$ cat config.mk
export PLATFORM = sky130hd
export DESIGN_NAME = aesd_ram
export DESIGN_NICKNAME = d
export VERILOG_FILES = /design/src/design/aesd_ram.sv
export SDC_FILE = /design/constraint.sdc
export NUM_CORES = 1
export LEC_CHECK = 0
export BUFFER_PORTS_ARGS = -buffer_cell sky130_fd_sc_hd__clkbuf_2
export CORE_MARGIN = 4
export CORE_UTILIZATION = 56
export CTS_CLUSTER_DIAMETER = 80
export DETAILED_ROUTE_END_ITERATION = 10
export PLACE_DENSITY_LB_ADDON = 0.1
export SLEW_MARGIN = 0
export SYNTH_ARGS = -nofsm -noshare
export SYNTH_HDL_FRONTEND = slang
export SYNTH_SLANG_ARGS = --single-unit
$ cat constraint.sdc
create_clock -name i_clk -period 4.4 [get_ports i_clk]
set_clock_uncertainty 0.2 [all_clocks]
set_input_delay 0.44 -clock i_clk [delete_from_list [all_inputs] [get_ports i_clk]]
set_output_delay 0.44 -clock i_clk [all_outputs]
set_load 0.05 [all_outputs]
$ cat src/design/aesd_ram.sv
// ----------------------------------------------------------------------------
// AES decrypt generic RAM
// Single write port, single read port, registered read data.
// ----------------------------------------------------------------------------
module aesd_ram #(
    parameter int Width = 64,
    parameter int Depth = 22
) (
    input  logic                     i_clk,
    input  logic                     i_we,
    input  logic [$clog2(Depth)-1:0] i_waddr,
    input  logic [Width-1:0]         i_wdata,
    input  logic [$clog2(Depth)-1:0] i_raddr,
    output logic [Width-1:0]         o_rdata
);
    logic [Width-1:0] r_mem [Depth];

    always_ff @(posedge i_clk) begin
        if (i_we) begin
            r_mem[i_waddr] <= i_wdata;
        end
        o_rdata <= r_mem[i_raddr];
    end
endmodule

# ---- Word level (Yosys, flattened, before mapping)
# Memory sizes are Yosys's and may differ from the RTL's. A register that Yosys moved wholly into a read port is not among the register bits.
# Index checks and enable logic that the tools add are counted.
dict set report word_totals {
  reg_bits 0
  latchBits 0
  ramBits 1408
  romBits 0
  input_bits 76
  word_cells 3
  memories 1
}
# name depth width read_ports rd_clocked_by_memory_dff write_ports line_no
set memory_table {}
lappend memory_table {r_mem 22 64 1 1 1 16} ;# logic [Width-1:0] r_mem [Depth];
dict set report op_classes {
  add_sub_neg 0
  n_mul 0
  div 0
  magnitude_cmp 0
  eq_ne 0
  n_shift 0
  muxes 2
  bitwise_logic 0
  n_reduce_logical 0
}
# operator count
set op_table {}
lappend op_table {{$mux W1} 2}

# ---- Logic depth before layout (Yosys ltp)
dict set report depth {
  ltp_word 2
  ltp_mapped 8
}

# ---- Least setup slack after synthesis
# OpenSTA, ideal clock, no wires.
dict set report synth_path {
  kind {input to register}
  from {input port i_waddr[0]}
  to {memory r_mem[0][0] (enable)}
  t_arrival_ns 3.747
  required_time_ns 3.714
  slack_ns -0.033
  path_stages 3
  path_buffers 1
  path_cell_list {or3b_2 -> clkbuf_1 -> nor2_1}
}
# element line_no
set synth_rtl {}
lappend synth_rtl {{start: declaration} 11} ;# input logic [$clog2(Depth)-1:0] i_waddr,
lappend synth_rtl {{end: declaration} 16}
# Straight into the memory's write port.

==> out/metrics.yaml <==
run_status:
  status: "completed"
critical_path:
  path_class: "input port to flop"
  rr_startpoint: "r_mem[7][45]"
  cp_max_fo: 64
  rrSetupSlack_ns: 2.56
  r2r_cells: 4
  start_kind: "input port"
  worst_setup_path_end_kind: "flop"
  r2r_end: "o_rdata[45]"
  arrival_ns: 2.68
  required_ns: 4.79
synth:
  ys_ff_latch: 1472
  seq_area_frac_synth_pct: 78.7
  synth-main-ff-cell: "edfxtp_1"
  yosys_warnings: 0
  syn_avg_cell_area_um2: 20.1
  synth_area_um2: 55300
  synth_edf_count: 1408
  synth_top_cell_by_area: "edfxtp_1"
  synth_async_sr_flop_share_pct: 0
  yosys.area_share.simple_pct: 2.74
  synth.area.mux_share_pct: 13.3
  synth.top_cells.by_count: "edfxtp_1 (1408), mux2i_1 (448), a22oi_1 (192), mux4_2 (128), nor2_1 (88)"
  synth_nets: 2827
  synth_compound_area_share_pct: 3.47
  synth_xor_area_share_pct: 0
  synth_cell_types: 28
  syn_inst: 2751
  synth_top_area_share_pct: 76.4
  yosysMostFrequentCell: "edfxtp_1"
  synth_fa_ha_area_share_pct: 0
  synth_area_leaders: "edfxtp_1 (76%), mux2i_1 (8.1%), mux4_2 (5.2%)"
  synth_top_family_by_area: "multiplexers"
global_route:
  overflow: 0
  grt_pass1_vias: 27700
  grt_max_degree: 105
  antenna_found_initial: 6
  grt_pass1_wl_mm: 179
  grtUsageTotal_pct: 23.5
finish:
  fillerInstances: 6611
  fin_area_um2: 63200
  drive_gt1_share_pct: 18.8
  finish.utilization_pct: 64.3
  area_delta_synth_final_pct: 14.3
  fin_cells: 4440
  layout.nets: 3107
placement:
  dp.cells: 4107
  dp_hpwl_mm: 62.3
  preCtsSetupSlack_ns: 1.53
  routabilityCongestion: 0.746
  io_buffers: 139
  placed_cell_area_um2: 57900
timing:
  finalHoldViolCount: 0
  setup_viol: 0
  finalWorstSetupSlack_ns: 2.11
  worstMarginPinSlew_ns: 0.900
  period_share_pct: 52.0
  slew_headroom_pct: 40.0
  max_freq_ghz: 0.437
  drv_slew: 0
  layout_min_cycle_time_ns: 2.29
  rsz0062_at_grt: "no"
cts:
  cts.sinks: 1472
  clkTransAtPathRegs_ns: 0.06
  cts_tree: "done"
  h-tree-depth: 4
  numCtsBuffers: 148
  insertion_delay_ns: 0.76
  post-cts-setup-buffer-count: 0
  clockBufferDepth: 3
  cts-root-buf: "clkbuf_16"
worst_hold_path:
  hold_path_startpoint: "i_wdata[24]"
  hp-class: "input port to flop"
  whs_endpoint: "r_mem[2][24]"
  min_path_cells: 1
floorplan:
  num_io_pins: 140
  start_util_pct: 56.3
  die_w_um: 322
  die_h_um: 322
  core_um2: 98300
  dieArea_um2: 104000
  row_count: 115
detailed_routing:
  drtIter0Drc: 2706
  drcViolationCount: 0
  wl_per_cell_um: 27.2
  routed_wl_mm: 121
  vias_per_cell: 6.08
  vias: 27000
  detail-route-antenna-nets: 0
  first_pass_iters: 5
power:
  ir_drop_mv: 0.440
  leakagePower_nw: 21.3
  p_total_mw: 29.4
  power_density_nw_per_um2: 465
flow_run:
  maxCapViolations: 0
==> timing repair <==
item / CTS / global route
hold buffers: 61 / 0
gates resized for setup: 0 / 0
endpoints found under the hold margin: 1267 / 0
==> worst max-delay path: stages <==
cell and delay [ns]:
dlygate4sd3_1 0.55, buf_6 0.30, nor4bb_4 0.42, buf_12 0.46
a22oi_1 0.16, nand4_1 0.17, nor2_1 0.11
==> routing by layer <==
metal | up-vias | share of wire (%) | global-route usage, %
li1 | 11800 | - | -
met1 | 14200 | 44 | 34.3
met2 | 861 | 48 | 37.3
met3 | 183 | 5.8 | 4.00
met4 | 4 | 2.2 | 6.70
met5 | - | 0.017 | 0
==> area by class of cell <==
class / count / area (um2) / share of cell area, %
multi-input combinational: 1130 / 11000 / 17.4
clock buffer: 205 / 4160 / 6.58
clock inverter: 63 / 596 / 0.942
sequential: 1472 / 43600 / 68.9
timing repair buffer: 279 / 2280 / 3.61
tap: 1287 / 1610 / 2.55
antenna: 4 / 10.0 / 0.0158
==> cell families (layout without fill, tap and decap cells) <==
group | count (synthesis) | in the layout
flip-flops | 1472 | 1472
multiplexers | 576 | 576
AND/OR/NAND/NOR | 298 | 298
AO/OA/AOI/OAI | 256 | 256
buffers and inverters | 149 | 547
other | 0 | 4
==> through the flow <==
stage | TNS [ns] | hold slack [ns]
final | 0 | 0.0403
after global routing | 0 | 0.0509
after CTS | 0 | 0.00529
after detailed placement | 0 | 0.454
after global placement | 0 | 0.453
after floorplan | -10.73 | 0.339
==> sequential cells by signal (all words and copies together), names as in the netlist <==
name,flops
r_mem,1408
o_rdata,64
==> worst max-delay path by stage <==
| stage | cells after the start | from | endpoint | slack [ns] |
|---|---|---|---|---|
| floorplan | 3 | i_waddr[0] | r_mem[0][0] | -0.03 |
| global placement | 4 | i_waddr[1] | r_mem[21][39] | 1.61 |
| detailed placement | 4 | i_waddr[1] | r_mem[21][41] | 1.53 |
| CTS | 7 | i_raddr[3] | o_rdata[45] | 2.14 |
| global route | 7 | i_raddr[3] | o_rdata[13] | 2.08 |
| finish | 7 | i_raddr[3] | o_rdata[45] | 2.11 |
==> power by group <==
group          internal (mW)  switching, mW
Combinational          0.495           1.05
Sequential              15.6         0.0774
Clock                   7.15           5.06
==> cell usage in the layout (no fill, tap or decap), drive strengths merged, types with 2 or more instances in the layout <==
master | Yosys | final
clkinvlp | 0 | 3
dfxtp | 64 | 64
edfxtp | 1408 | 1408
a211oi | 64 | 64
or3b | 2 | 2
nor2 | 88 | 88
inv | 0 | 11
clkinv | 0 | 40
mux2i | 448 | 448
diode | 0 | 4
clkbuf | 56 | 341
nand4 | 64 | 64
a22oi | 192 | 192
bufinv | 0 | 9
nand2 | 66 | 66
buf | 93 | 82
nand3b | 4 | 4
dlygate4sd3 | 0 | 61
nor4b | 2 | 2
nor2b | 64 | 64
mux4 | 128 | 128
(Power assumes the default switching activity.)
